`src/sv/flash_page_merge_writer_unit_defines.svh`:
```
// assertion macros shared by the flash page merge writer files
`ifndef FLASH_PAGE_MERGE_WRITER_UNIT_DEFINES_SVH
`define FLASH_PAGE_MERGE_WRITER_UNIT_DEFINES_SVH

`ifndef SYNTHESIS

// same-cycle implication, disabled in reset
`define FPMW_ASSERT_IMPL(label, clk, rst, ante, cons) \
   label: assert property (@(posedge clk) disable iff (rst) (ante) |-> (cons)) \
      else $error("flash page merge writer: assertion failed");

// next-cycle implication, disabled in reset
`define FPMW_ASSERT_NEXT(label, clk, rst, ante, cons) \
   label: assert property (@(posedge clk) disable iff (rst) (ante) |=> (cons)) \
      else $error("flash page merge writer: assertion failed");

`else

`define FPMW_ASSERT_IMPL(label, clk, rst, ante, cons)

`define FPMW_ASSERT_NEXT(label, clk, rst, ante, cons)

`endif

`endif

```
`src/sv/fpmw_pkg.sv`:
```
// shared constants, codes and job type of the flash page merge writer
package fpmw_pkg;

   // default page size in words
   localparam int unsigned PAGE_WORDS_DEFAULT = 64;

   // job queue depth between front and back (power of two)
   localparam int unsigned QUEUE_DEPTH = 4;

   // request command codes
   localparam logic CMD_START = 1'b0;
   localparam logic CMD_DATA  = 1'b1;

   // result operation codes
   localparam logic [2:0] OP_FILL   = 3'd0;
   localparam logic [2:0] OP_KEEP   = 3'd1;
   localparam logic [2:0] OP_ERASE  = 3'd2;
   localparam logic [2:0] OP_WRITE  = 3'd3;
   localparam logic [2:0] OP_RWW    = 3'd4;
   localparam logic [2:0] OP_REJECT = 3'd5;

   // job kinds handed from front to back
   localparam logic [1:0] JOB_REJECT = 2'd0;
   localparam logic [1:0] JOB_LEAD   = 2'd1;
   localparam logic [1:0] JOB_DATA   = 2'd2;

   // one classified job
   typedef struct packed {
      logic [1:0]  kind;
      logic [15:0] word_addr;   // fill address for data jobs
      logic [15:0] base_addr;   // page base (lead keep start, erase, write)
      logic [7:0]  count;       // keep count (lead offset or trailing rest)
      logic [15:0] fill_word;
      logic        close;       // page is finished by this data word
      logic        done;        // last word of the whole write
   } job_type;

endpackage

```
`src/sv/fpmw_front.sv`:
```
// front end: accepts beats, tracks write progress and classifies them into jobs
module fpmw_front #(
   parameter int unsigned PAGE_WORDS = fpmw_pkg::PAGE_WORDS_DEFAULT
) (
   input  logic             clock,
   input  logic             reset,
   input  logic             req_valid,
   output logic             req_stall,
   input  logic             req_command,
   input  logic [15:0]      req_start_word_address,
   input  logic [15:0]      req_byte_size,
   input  logic [15:0]      req_data_word,
   output logic             push,
   output fpmw_pkg::job_type push_job,
   input  logic             queue_full
);
   import fpmw_pkg::*;

   // reciprocal for the page offset: a_q_ff is the quotient or one below it
   localparam int unsigned RECIP_SHIFT = 24;
   localparam int unsigned RECIP       = (1 << RECIP_SHIFT) / PAGE_WORDS;
   localparam logic [15:0] PAGE_W16    = 16'(PAGE_WORDS);
   localparam logic [7:0]  PAGE_LAST   = 8'(PAGE_WORDS - 1);

   // stage a registers
   logic        a_valid_ff, a_valid_in;
   logic        a_cmd_ff;
   logic [15:0] a_addr_ff, a_size_ff, a_data_ff, a_q_ff;

   // write progress state
   logic        active_ff, active_in;
   logic [14:0] words_left_ff, words_left_in;
   logic [15:0] next_addr_ff, next_addr_in;
   logic [7:0]  off_ff, off_in;

   logic        req_accept, b_moves;
   logic [39:0] prod;
   logic [15:0] qp, rem_raw, rem_fix;
   logic [7:0]  start_off;
   logic        size_bad, last_word, page_end;
   logic [15:0] tail, lead_base, page_base;
   logic [7:0]  span, rest;

   assign req_stall  = a_valid_ff && queue_full;
   assign req_accept = req_valid && !req_stall;
   assign b_moves    = a_valid_ff && !queue_full;

   // quotient estimate for the start address, registered with the beat
   assign prod = {24'd0, req_start_word_address} * 40'(RECIP);

   assign a_valid_in = req_accept ? 1'b1 : (b_moves ? 1'b0 : a_valid_ff);

   always_ff @(posedge clock) begin
      if (reset) begin
         a_valid_ff <= 1'b0;
      end else begin
         a_valid_ff <= a_valid_in;
      end
   end

   always_ff @(posedge clock) begin
      if (req_accept) begin
         a_cmd_ff  <= req_command;
         a_addr_ff <= req_start_word_address;
         a_size_ff <= req_byte_size;
         a_data_ff <= req_data_word;
         a_q_ff    <= prod[39:24];
      end
   end

   // page offset of the start address with one correction step
   assign qp        = a_q_ff * PAGE_W16;
   assign rem_raw   = a_addr_ff - qp;
   assign rem_fix   = (rem_raw >= PAGE_W16) ? (rem_raw - PAGE_W16) : rem_raw;
   assign start_off = rem_fix[7:0];
   assign size_bad  = (a_size_ff == 16'd0) || a_size_ff[0];
   assign lead_base = a_addr_ff - {8'd0, start_off};

   // data word classification
   assign last_word = (words_left_ff == 15'd1);
   assign page_end  = (off_ff == PAGE_LAST) || (next_addr_ff == 16'hFFFF);
   assign tail      = ~next_addr_ff;
   assign span      = PAGE_LAST - off_ff;
   assign rest      = (tail < {8'd0, span}) ? tail[7:0] : span;
   assign page_base = next_addr_ff - {8'd0, off_ff};

   // state update and job build
   always_comb begin
      active_in     = active_ff;
      words_left_in = words_left_ff;
      next_addr_in  = next_addr_ff;
      off_in        = off_ff;
      push          = 1'b0;
      push_job      = '0;
      if (b_moves) begin
         if (a_cmd_ff == CMD_START) begin
            if (size_bad) begin
               active_in      = 1'b0;
               words_left_in  = 15'd0;
               push           = 1'b1;
               push_job.kind  = JOB_REJECT;
            end else begin
               active_in          = 1'b1;
               words_left_in      = a_size_ff[15:1];
               next_addr_in       = a_addr_ff;
               off_in             = start_off;
               push               = (start_off != 8'd0);
               push_job.kind      = JOB_LEAD;
               push_job.base_addr = lead_base;
               push_job.count     = start_off;
            end
         end else if (active_ff) begin
            push               = 1'b1;
            push_job.kind      = JOB_DATA;
            push_job.word_addr = next_addr_ff;
            push_job.base_addr = page_base;
            push_job.count     = rest;
            push_job.fill_word = a_data_ff;
            push_job.close     = last_word || page_end;
            push_job.done      = last_word;
            words_left_in      = words_left_ff - 15'd1;
            next_addr_in       = next_addr_ff + 16'd1;
            off_in             = page_end ? 8'd0 : (off_ff + 8'd1);
            active_in          = !last_word;
         end
      end
   end

   always_ff @(posedge clock) begin
      if (reset) begin
         active_ff     <= 1'b0;
         words_left_ff <= 15'd0;
         next_addr_ff  <= 16'd0;
         off_ff        <= 8'd0;
      end else begin
         active_ff     <= active_in;
         words_left_ff <= words_left_in;
         next_addr_ff  <= next_addr_in;
         off_ff        <= off_in;
      end
   end

endmodule

```
`src/sv/fpmw_queue.sv`:
```
// short job queue between front end and back end
`include "flash_page_merge_writer_unit_defines.svh"

module fpmw_queue (
   input  logic              clock,
   input  logic              reset,
   input  logic              push,
   input  fpmw_pkg::job_type push_job,
   input  logic              pop,
   output fpmw_pkg::job_type head_job,
   output logic              empty,
   output logic              full
);
   import fpmw_pkg::*;

   localparam int unsigned PTR_W = $clog2(QUEUE_DEPTH);
   localparam int unsigned CNT_W = PTR_W + 1;

   job_type            slot_ff [QUEUE_DEPTH];
   logic [PTR_W-1:0]   wr_ptr_ff, wr_ptr_in;
   logic [PTR_W-1:0]   rd_ptr_ff, rd_ptr_in;
   logic [CNT_W-1:0]   count_ff, count_in;

   assign empty    = (count_ff == '0);
   assign full     = (count_ff == CNT_W'(QUEUE_DEPTH));
   assign head_job = slot_ff[rd_ptr_ff];

   // pointer and fill level update
   always_comb begin
      wr_ptr_in = push ? (wr_ptr_ff + PTR_W'(1)) : wr_ptr_ff;
      rd_ptr_in = pop ? (rd_ptr_ff + PTR_W'(1)) : rd_ptr_ff;
      count_in  = count_ff;
      if (push && !pop) begin
         count_in = count_ff + CNT_W'(1);
      end else if (pop && !push) begin
         count_in = count_ff - CNT_W'(1);
      end
   end

   always_ff @(posedge clock) begin
      if (reset) begin
         wr_ptr_ff <= '0;
         rd_ptr_ff <= '0;
         count_ff  <= '0;
      end else begin
         wr_ptr_ff <= wr_ptr_in;
         rd_ptr_ff <= rd_ptr_in;
         count_ff  <= count_in;
      end
   end

   // storage
   always_ff @(posedge clock) begin
      if (push) begin
         slot_ff[wr_ptr_ff] <= push_job;
      end
   end

   // the front end only pushes into a free slot, the back end only pops a held job
   `FPMW_ASSERT_IMPL(a_queue_no_overflow, clock, reset, push, !full || pop)
   `FPMW_ASSERT_IMPL(a_queue_no_underflow, clock, reset, pop, !empty)

endmodule

```
`src/sv/fpmw_back.sv`:
```
// back end: expands each job into flash operations on the result channel
`include "flash_page_merge_writer_unit_defines.svh"

module fpmw_back (
   input  logic              clock,
   input  logic              reset,
   input  fpmw_pkg::job_type head_job,
   input  logic              queue_empty,
   output logic              pop,
   output logic              rsp_valid,
   input  logic              rsp_stall,
   output logic [2:0]        rsp_operation,
   output logic [16:0]       rsp_byte_address,
   output logic [7:0]        rsp_keep_count,
   output logic [15:0]       rsp_fill_word,
   output logic              rsp_last
);
   import fpmw_pkg::*;

   // current job and its step
   job_type     cur_ff;
   logic        cur_valid_ff, cur_valid_in;
   logic [2:0]  step_ff, step_in;

   // output register
   logic        rsp_valid_ff, rsp_valid_in;
   logic [2:0]  op_ff;
   logic [16:0] addr_ff;
   logic [7:0]  count_ff;
   logic [15:0] word_ff;
   logic        last_ff;

   logic        out_load;
   logic [2:0]  op_c, next_step;
   logic [15:0] waddr_c;
   logic [7:0]  count_c;
   logic [15:0] word_c;
   logic        last_c;

   assign out_load = cur_valid_ff && (!rsp_valid_ff || !rsp_stall);
   assign pop      = !queue_empty && (!cur_valid_ff || (out_load && last_c));

   // operation for the current step
   always_comb begin
      op_c      = OP_REJECT;
      waddr_c   = 16'd0;
      count_c   = 8'd0;
      word_c    = 16'd0;
      last_c    = 1'b1;
      next_step = OP_FILL;
      case (cur_ff.kind)
         JOB_REJECT: begin
            op_c = OP_REJECT;
         end
         JOB_LEAD: begin
            op_c    = OP_KEEP;
            waddr_c = cur_ff.base_addr;
            count_c = cur_ff.count;
         end
         JOB_DATA: begin
            case (step_ff)
               OP_FILL: begin
                  op_c      = OP_FILL;
                  waddr_c   = cur_ff.word_addr;
                  word_c    = cur_ff.fill_word;
                  last_c    = !cur_ff.close;
                  next_step = (cur_ff.count != 8'd0) ? OP_KEEP : OP_ERASE;
               end
               OP_KEEP: begin
                  op_c      = OP_KEEP;
                  waddr_c   = cur_ff.word_addr + 16'd1;
                  count_c   = cur_ff.count;
                  last_c    = 1'b0;
                  next_step = OP_ERASE;
               end
               OP_ERASE: begin
                  op_c      = OP_ERASE;
                  waddr_c   = cur_ff.base_addr;
                  last_c    = 1'b0;
                  next_step = OP_WRITE;
               end
               OP_WRITE: begin
                  op_c      = OP_WRITE;
                  waddr_c   = cur_ff.base_addr;
                  last_c    = !cur_ff.done;
                  next_step = OP_RWW;
               end
               default: begin
                  op_c = OP_RWW;
               end
            endcase
         end
         default: begin
            op_c = OP_REJECT;
         end
      endcase
   end

   // job sequencing
   always_comb begin
      cur_valid_in = cur_valid_ff;
      step_in      = step_ff;
      if (pop) begin
         cur_valid_in = 1'b1;
         step_in      = OP_FILL;
      end else if (out_load) begin
         cur_valid_in = !last_c;
         step_in      = next_step;
      end
   end

   assign rsp_valid_in = out_load ? 1'b1 : (rsp_stall ? rsp_valid_ff : 1'b0);

   always_ff @(posedge clock) begin
      if (reset) begin
         cur_valid_ff <= 1'b0;
         step_ff      <= OP_FILL;
         rsp_valid_ff <= 1'b0;
      end else begin
         cur_valid_ff <= cur_valid_in;
         step_ff      <= step_in;
         rsp_valid_ff <= rsp_valid_in;
      end
   end

   always_ff @(posedge clock) begin
      if (pop) begin
         cur_ff <= head_job;
      end
   end

   // result beat register
   always_ff @(posedge clock) begin
      if (out_load) begin
         op_ff    <= op_c;
         addr_ff  <= {waddr_c, 1'b0};
         count_ff <= count_c;
         word_ff  <= word_c;
         last_ff  <= last_c;
      end
   end

   assign rsp_valid        = rsp_valid_ff;
   assign rsp_operation    = op_ff;
   assign rsp_byte_address = addr_ff;
   assign rsp_keep_count   = count_ff;
   assign rsp_fill_word    = word_ff;
   assign rsp_last         = last_ff;

   // a job that is not finished stays loaded, enable rww always ends its job
   `FPMW_ASSERT_NEXT(a_back_job_held, clock, reset, out_load && !last_c, cur_valid_ff)
   `FPMW_ASSERT_IMPL(a_back_rww_last, clock, reset, out_load && op_c == OP_RWW, last_c)

endmodule

```
`src/sv/flash_page_merge_writer_unit.sv`:
```
// top level of the flash page merge writer
//
//  channel | direction | beat                                         | handshake
//  req     | in        | command, start address, byte size, data word | req_valid / req_stall
//  rsp     | out       | operation, byte address, keep count, word    | rsp_valid / rsp_stall
//
// a beat leaves the front stage when the job queue has room; its first result
// passes the front stage, the job queue, the current job and the result register.
// a data word that does not close a page gives one result beat; one that closes
// a page gives up to five, one per cycle unless rsp_stall holds them, which sets the rate.
// a start beat gives one result beat or none; a data word while idle gives none.
// reset is synchronous and clears the write progress, the queue and all valids.
// the request side stalls when the four-entry job queue is full and the front
// stage holds a beat.
module flash_page_merge_writer_unit #(
   parameter int unsigned PAGE_WORDS = fpmw_pkg::PAGE_WORDS_DEFAULT
) (
   input  logic        clock,
   input  logic        reset,
   input  logic        req_valid,
   output logic        req_stall,
   input  logic        req_command,
   input  logic [15:0] req_start_word_address,
   input  logic [15:0] req_byte_size,
   input  logic [15:0] req_data_word,
   output logic        rsp_valid,
   input  logic        rsp_stall,
   output logic [2:0]  rsp_operation,
   output logic [16:0] rsp_byte_address,
   output logic [7:0]  rsp_keep_count,
   output logic [15:0] rsp_fill_word,
   output logic        rsp_last
);
   import fpmw_pkg::*;

   logic    push, pop, queue_full, queue_empty;
   job_type push_job, head_job;

   // classify incoming beats
   fpmw_front #(
      .PAGE_WORDS(PAGE_WORDS)
   ) u_front (
      .clock                  (clock),
      .reset                  (reset),
      .req_valid              (req_valid),
      .req_stall              (req_stall),
      .req_command            (req_command),
      .req_start_word_address (req_start_word_address),
      .req_byte_size          (req_byte_size),
      .req_data_word          (req_data_word),
      .push                   (push),
      .push_job               (push_job),
      .queue_full             (queue_full)
   );

   // decouple front and back
   fpmw_queue u_queue (
      .clock    (clock),
      .reset    (reset),
      .push     (push),
      .push_job (push_job),
      .pop      (pop),
      .head_job (head_job),
      .empty    (queue_empty),
      .full     (queue_full)
   );

   // expand jobs into flash operations
   fpmw_back u_back (
      .clock            (clock),
      .reset            (reset),
      .head_job         (head_job),
      .queue_empty      (queue_empty),
      .pop              (pop),
      .rsp_valid        (rsp_valid),
      .rsp_stall        (rsp_stall),
      .rsp_operation    (rsp_operation),
      .rsp_byte_address (rsp_byte_address),
      .rsp_keep_count   (rsp_keep_count),
      .rsp_fill_word    (rsp_fill_word),
      .rsp_last         (rsp_last)
   );

endmodule

```
`config.mk`:
```
export PLATFORM = sky130hd
export DESIGN_NAME = flash_page_merge_writer_unit
export DESIGN_NICKNAME = d
export VERILOG_FILES = /design/src/sv/fpmw_pkg.sv /design/src/sv/fpmw_front.sv /design/src/sv/fpmw_queue.sv /design/src/sv/fpmw_back.sv /design/src/sv/flash_page_merge_writer_unit.sv
export VERILOG_INCLUDE_DIRS = /design/src /design/src/sv
export SDC_FILE = /design/constraint.sdc
export NUM_CORES = 1
export LEC_CHECK = 0
export BUFFER_PORTS_ARGS = -buffer_cell sky130_fd_sc_hd__buf_4
export CORE_ASPECT_RATIO = 1.2
export CORE_UTILIZATION = 30
export DETAILED_ROUTE_END_ITERATION = 8
export PLACE_DENSITY = 0.42
export SYNTH_ARGS = -nofsm -noshare
export SYNTH_HDL_FRONTEND = slang
export SYNTH_SLANG_ARGS = --single-unit
```
`constraint.sdc`:
```
create_clock -name clock -period 9.7 [get_ports clock]
set_input_delay 1.94 -clock clock [delete_from_list [all_inputs] [get_ports clock]]
set_output_delay 1.94 -clock clock [all_outputs]
set_load 0.1 [all_outputs]
```
==> flow_summary_export.csv, run 1 <==
group,metric,value,unit
place,dpl_worst_slack,5.909,ns
power_and_ir_drop,leakagePower,7.094,nW
finish,drive_gt1_share,20.25,%
setup_path,cp_data_required_time,7.76,ns
logic_synthesis,syn_nets,1312,
clocking,cts.path.max_buffers,3,
die,die_w,229.5,um
sta,slew_headroom,29.83,%
logic_synthesis,synth_edf_count,393,
setup_path,critPathLaunchType,"flop",
die,chipHeight,275.0,um
flow_run,cap_violations,0,
setup_path,crit_end,"req_stall",
global_routing,grt_pass1_vias,11160,
finish,area_growth_syn_to_layout,17.43,%
setup_path,rr_worst_depth,6,
routing,postRouteAntennaNets,0,
setup_path,rrSetupSlack,6.38,ns
setup_path,r2r-start,"u_front.a_cmd_ff$_DFFE_PP_",
outcome,status,"complete, no violations",
logic_synthesis,synth_cell_types,76,
clocking,cts_setup_buffers,0,
global_routing,grt_usage,14.28,%
setup_path,path_max_fanout,5,
place,gp_congestion,0.7708,
clocking,cts_resized,0,
global_routing,grt_overflow,0,
clocking,clk_pin_slew,0.06,ns
sta,drv_slew,0,
sta,fin_crit_sh,38.04,%
routing,wl_per_cell,20.73,um
die,core_area,0.06107,mm2
logic_synthesis,syn_inst,1228,
routing,first_iter_violations,655,
sta,worstMarginPinSlew,1.053,ns
sta,worst_slack,6.010,ns
clocking,cts_tree,"done",
logic_synthesis,synthTopCellsByArea,"edfxtp_1 (63%), mux4_2 (7.3%), dfxtp_1 (5.7%)",
die,initial_core_util,30.51,%
die,pin_count,100,
global_routing,antenna_found_initial,0,
routing,vias,10660,
die,rows,99,
logic_synthesis,netlist.area_leader.share,63.34,%
setup_path,arrival,1.75,ns
routing,vias_per_cell,4.908,
global_routing,grt_max_degree,65,
sta,setup_tns,0,ns
place,numPortBuffers,98,
logic_synthesis,ys.flop_type,"edfxtp_1",
power_and_ir_drop,ir_worst_vdd,0.1501,mV
setup_path,end_kind,"output pin",
logic_synthesis,yosysMostFrequentCell,"edfxtp_1",
finish,final_nets,1410,
sta,final_hold_viol_count,0,
clocking,cts.sinks,446,
logic_synthesis,netlist_top_cells_count,"edfxtp_1 (393), nor2_1 (80), mux4_2 (60)",
setup_path,crit_type,"flop to output pin",
setup_path,reg2reg_to,"u_queue.slot_ff[0][26]$_DFFE_PP_",
logic_synthesis,ys_seq_elements,446,
clocking,clk_latency,0.58,ns
logic_synthesis,syn_avg_cell_area,15.17,um2
routing,wl,45000,um
place,dp_hpwl,28580,um
sta,finalSetupViolations,0,
clocking,cts_root_buf,"clkbuf_16",
logic_synthesis,synthArstFlopShare,0,%
power_and_ir_drop,power_density,277.2,mW/mm2
clocking,holdBufCountCts,0,
sta,rsz0062_at_grt,"false",
sta,finClkSkew,0.01301,ns
logic_synthesis,netlist_area,0.01863,mm2
sta,max_freq,0.2710,GHz
clocking,cts_buffers,48,
hold_path,hp-class,"flop to flop",
die,design.die.area,0.06311,mm2
logic_synthesis,synth_seq_area_share,69.04,%
routing,dr.pass1.iters,5,
finish,n_antenna_cell,0,
global_routing,grt_pass1_wl,68140,um
sta,min_period,3.690,ns
routing,drc,0,
setup_path,crit_start,"u_queue.count_ff[0]$_SDFFE_PP0P_",
clocking,htree_levels,2,
logic_synthesis,ys.warnings.count,0,
logic_synthesis,synth_top_area_cell,"edfxtp_1",
[how the worst min path moves through the flow]
stage | start | end | cells past startpoint
after floorplan | u_front.off_ff[7]$_SDFFE_PP0P_ | u_front.off_ff[7]$_SDFFE_PP0P_ | 2
after global placement | u_front.off_ff[7]$_SDFFE_PP0P_ | u_front.off_ff[7]$_SDFFE_PP0P_ | 2
after detailed placement | u_front.off_ff[7]$_SDFFE_PP0P_ | u_front.off_ff[7]$_SDFFE_PP0P_ | 2
after CTS | u_front.off_ff[7]$_SDFFE_PP0P_ | u_front.off_ff[7]$_SDFFE_PP0P_ | 2
after global routing | u_front.off_ff[7]$_SDFFE_PP0P_ | u_front.off_ff[7]$_SDFFE_PP0P_ | 2
final | u_front.off_ff[7]$_SDFFE_PP0P_ | u_front.off_ff[7]$_SDFFE_PP0P_ | 2
[kinds of logic (layout without fill, tap and decap cells)]
| group | after synthesis | after routing | synth area share (%) |
|---|---|---|---|
| AO/OA/AOI/OAI | 222 | 222 | 8.348 |
| XOR/XNOR | 23 | 23 | 1.081 |
| adder cells (fa/ha/maj) | 31 | 31 | 2.163 |
| buffers and inverters | 113 | 248 | 2.545 |
| flip-flops | 446 | 446 | 69.04 |
| multiplexers | 66 | 66 | 7.576 |
| other | 1 | 1 | 0.02013 |
| AND/OR/NAND/NOR | 326 | 326 | 9.228 |
[metrics by stage]
stage	utilization [%]	instance area, um2	std cells	hold WS, ns	total power, mW
floorplan	-	18630	1228	0.4353	3.798
global placement	33.12	20220	2084	0.4454	4.212
detailed placement	33.12	20220	2084	0.4548	4.220
CTS	35.82	21880	2171	0.4624	6.162
global route	35.82	21880	2171	0.4960	6.329
finish	35.82	21880	2171	0.4623	6.065
[report_power, final]
group / switching [mW] / internal (mW)
Clock: 0.758 / 1.16
Sequential: 0.182 / 2.47
Combinational: 1.04 / 0.459
[cells in the final DEF (no fill, tap or decap), drive strengths merged, types with 8 or more instances in the layout]
cell / n
and2: 38
a211oi: 18
ha: 29
clkinv: 8
edfxtp: 393
dfxtp: 53
a21oi: 57
a22oi: 16
o32ai: 10
nor2: 80
nand2: 43
inv: 50
nor4: 15
and3: 24
nand4: 17
o21a: 9
nor3: 34
nand3: 27
buf: 112
mux4: 60
o21ai: 42
nor2b: 12
xnor2: 18
clkbuf: 66
[critical path: stages (launching register included)]
cell and delay (ns):
dfxtp_1 0.37, nor3b_1 0.20, and2_1 0.27, buf_4 0.33
[cell type report]
| class | instances | area, um2 |
|---|---|---|
| timing repair buffer | 112 | 840.8 |
| fill | 5785 | 39190 |
| inverter | 49 | 183.9 |
| clock buffer | 66 | 1350 |
| clock inverter | 21 | 302.8 |
| tap | 808 | 1011 |
| multi-input combinational | 669 | 5321 |
| sequential | 446 | 12870 |
[routing by layer]
layer	up-vias	global-route usage [%]	wire length, um	share of wire [%]
met5	-	0	0	0
met4	0	5.158	1294	2.9
met3	76	2.591	1845	4.1
met2	239	24.79	22330	50
met1	5339	17.75	19530	43
li1	5001	-	-	-
[registers in the layout (all words and copies together) (netlist names), 16 cells and up]
name and count:
u_back.rsp_fill_word 16, u_back.cur_ff 60, u_queue.slot_ff 240, u_front.a_size_ff 16, u_back.rsp_byte_address 16, u_front.a_addr_ff 16, u_front.a_data_ff 16, u_front.next_addr_ff 16
Power figures use the tool's default switching activity.
==> run 2, diff against run 1 <==
--- a/config.mk
+++ b/config.mk
@@ -10,7 +10,7 @@
 export CORE_ASPECT_RATIO = 1.2
 export CORE_UTILIZATION = 30
 export DETAILED_ROUTE_END_ITERATION = 8
-export PLACE_DENSITY = 0.42
+export PLACE_DENSITY = 0.44
 export SYNTH_ARGS = -nofsm -noshare
 export SYNTH_HDL_FRONTEND = slang
 export SYNTH_SLANG_ARGS = --single-unit
==> constraint.sdc (replaced) <==
create_clock -name clock -period 3.15 [get_ports clock]
set_input_delay 0.63 -clock clock [delete_from_list [all_inputs] [get_ports clock]]
set_output_delay 0.63 -clock clock [all_outputs]
set_load 0.1 [all_outputs]
==> run 2 against run 1 <==
Worst setup slack lost 5.8 ns. Via count rose by 0.62%. Cell area rose by 1.2%. Flip-flop and latch count is the same. Global-route usage is 0.31 points lower. Non-clock buffer count up 35. Sequential power increased to 3.0 times the previous value. Clock skew up 0.015 ns. Critical endpoint is now u_queue.slot_ff[3][34]$_DFFE_PP_. Highest routed layer unchanged.
==> flow_summary_export.csv, run 2 (synthesis gave the netlist of run 1 again) <==
group,metric,value,unit
clocking,cts.path.max_buffers,3,
setup_path,critPathLaunchType,"flop",
clocking,htree_levels,2,
finish,final_common_cell,"edfxtp_1",
finish,final_util,36.25,%
setup_path,end_kind,"flop",
finish,layout.cells.non_filler,2207,
die,chipHeight,275.0,um
power_and_ir_drop,leakagePower,7.254,nW
global_routing,grt_use_met3,2.363,%
clocking,cts_setup_buffers,0,
global_routing,grt_use_met2,24.84,%
clocking,cts_tree,"done",
setup_path,slowest_delay,0.43,ns
power_and_ir_drop,ir_worst_vdd,0.4180,mV
die,rows,99,
clocking,cts_buffers,47,
setup_path,path_max_fanout,8,
setup_path,arrival,3.22,ns
routing,wl,43930,um
clocking,clk_latency,0.58,ns
clocking,clk_pin_slew,0.06,ns
global_routing,grt_busiest_layer,"met2",
sta,fin_crit_sh,92.32,%
clocking,cts_resized,0,
clocking,cts_root_buf,"clkbuf_16",
sta,max_freq,0.3439,GHz
routing,vias,10720,
die,initial_core_util,30.51,%
global_routing,grt_overflow,0,
global_routing,grt_pass1_wl,66980,um
finish,mostFrequentLayoutCells,"edfxtp_1 (393), buf_4 (137), nor2_1 (80), mux4_2 (60), a21oi_1 (56)",
global_routing,grt_usage,13.96,%
setup_path,slowest_stage,"fa_1",
sta,worst_slack,0.2419,ns
die,design.die.area,0.06311,mm2
sta,worstMarginPinSlew,0.8722,ns
outcome,status,"complete, no violations",
sta,slew_headroom,41.54,%
routing,vias_per_cell,4.858,
sta,drv_slew,0,
routing,postRouteAntennaNets,0,
finish,area_growth_syn_to_layout,18.84,%
sta,finClkSkew,0.02761,ns
power_and_ir_drop,power_density,830.0,mW/mm2
sta,final_hold_viol_count,0,
global_routing,grt_pass1_vias,11170,
finish,final_nets,1444,
global_routing,grtUsageMet1,16.87,%
finish,top_register,"u_queue.slot_ff",
routing,wl_per_cell,19.90,um
sta,min_period,2.908,ns
setup_path,cp_cell_sequence,"inv_1 -> ha_1 -> inv_1 -> fa_1 -> a211oi_1 -> o21ai_0 -> a221oi_1 -> xnor2_1 -> a22o_1",
flow_run,cap_violations,0,
place,dp_hpwl,29880,um
global_routing,grt_max_degree,65,
setup_path,cp_data_required_time,3.46,ns
sta,whs,0.2197,ns
place,place_inst,2119,
die,core_area,0.06107,mm2
place,gp_congestion,0.8443,
finish,postLayoutCellArea,0.02214,mm2
sta,finalSetupViolations,0,
sta,rsz0062_at_grt,"false",
die,die_w,229.5,um
finish,drive_gt1_share,21.60,%
setup_path,cpMostUsedCell,"inv_1",
routing,first_iter_violations,501,
place,placed_cell_area,0.02061,mm2
hold_path,hp-class,"input pin to flop",
routing,dr.pass1.iters,5,
routing,drc,0,
finish,largest_register_ffs,240,
place,numPortBuffers,98,
global_routing,antenna_found_initial,0,
place,dpl_worst_slack,0.2350,ns
clocking,cts.sinks,446,
setup_path,crit_type,"flop to flop",
die,pin_count,100,
clocking,holdBufCountCts,0,
finish,reg_top3,"u_queue.slot_ff x240, u_back.cur_ff x60",
==> run 2: changes by cell type in the layout (fill, tap and decap cells not counted), sizes merged <==
cell / delta
bufinv: -1
clkbuf: -4
diode: +1
clkinv: +7
buf: +35
clkinvlp: -4
inv: +2
==> run 2: layout make-up <==
cell class | count | area, um2
clock buffers | 62 | 1232
inverters | 49 | 183.9
clock inverters | 25 | 291.5
flip-flops and latches | 446 | 12870
well taps | 808 | 1011
fillers | 5769 | 38930
repair buffers | 147 | 1229
multi-input cells | 669 | 5321
diodes | 1 | 2.502
==> run 2: through the flow <==
stage | power, mW | setup TNS [ns]
finish | 18.38 | 0
global route | 19.25 | 0
CTS | 18.71 | 0
detailed placement | 13.12 | 0
global placement | 13.10 | 0
floorplan | 11.67 | -0.01767
==> run 2: worst paths after layout <==
check                                                         to  slack [ns]  cells past startpoint                            startpoint
worst max-delay path            u_queue.slot_ff[3][34]$_DFFE_PP_        0.24                      9  u_front.next_addr_ff[0]$_SDFFE_PP0P_
worst min register to register    u_front.off_ff[7]$_SDFFE_PP0P_        0.46                      2        u_front.off_ff[7]$_SDFFE_PP0P_
worst min-delay path              u_front.a_addr_ff[9]$_DFFE_PP_        0.22                      1             req_start_word_address[9]
worst max register to register  u_queue.slot_ff[3][34]$_DFFE_PP_        0.24                      9  u_front.next_addr_ff[0]$_SDFFE_PP0P_
==> run 2: critical path, delay by kind of cell (launching register included) <==
| kind | cells | cell delay, ns |
|---|---|---|
| compound gates | 4 | 1.33 |
| flops | 1 | 0.38 |
| buf+inv | 2 | 0.20 |
| fa+ha+maj | 2 | 0.62 |
| xor+xnor | 1 | 0.11 |
==> run 2: power breakdown <==
group	switching, mW	total, mW	internal (mW)
Combinational	3.26	4.81	1.55
Sequential	0.478	8.05	7.58
Clock	2.26	5.52	3.26
==> run 2: layer usage <==
layer / routed length [um] / part of all wire (%) / up-vias
met3: 1589 / 3.6 / 70
met1: 18360 / 42 / 5360
met2: 22600 / 51 / 216
met4: 1383 / 3.1 / 0
met5: 0 / 0 / -
li1: - / - / 5075
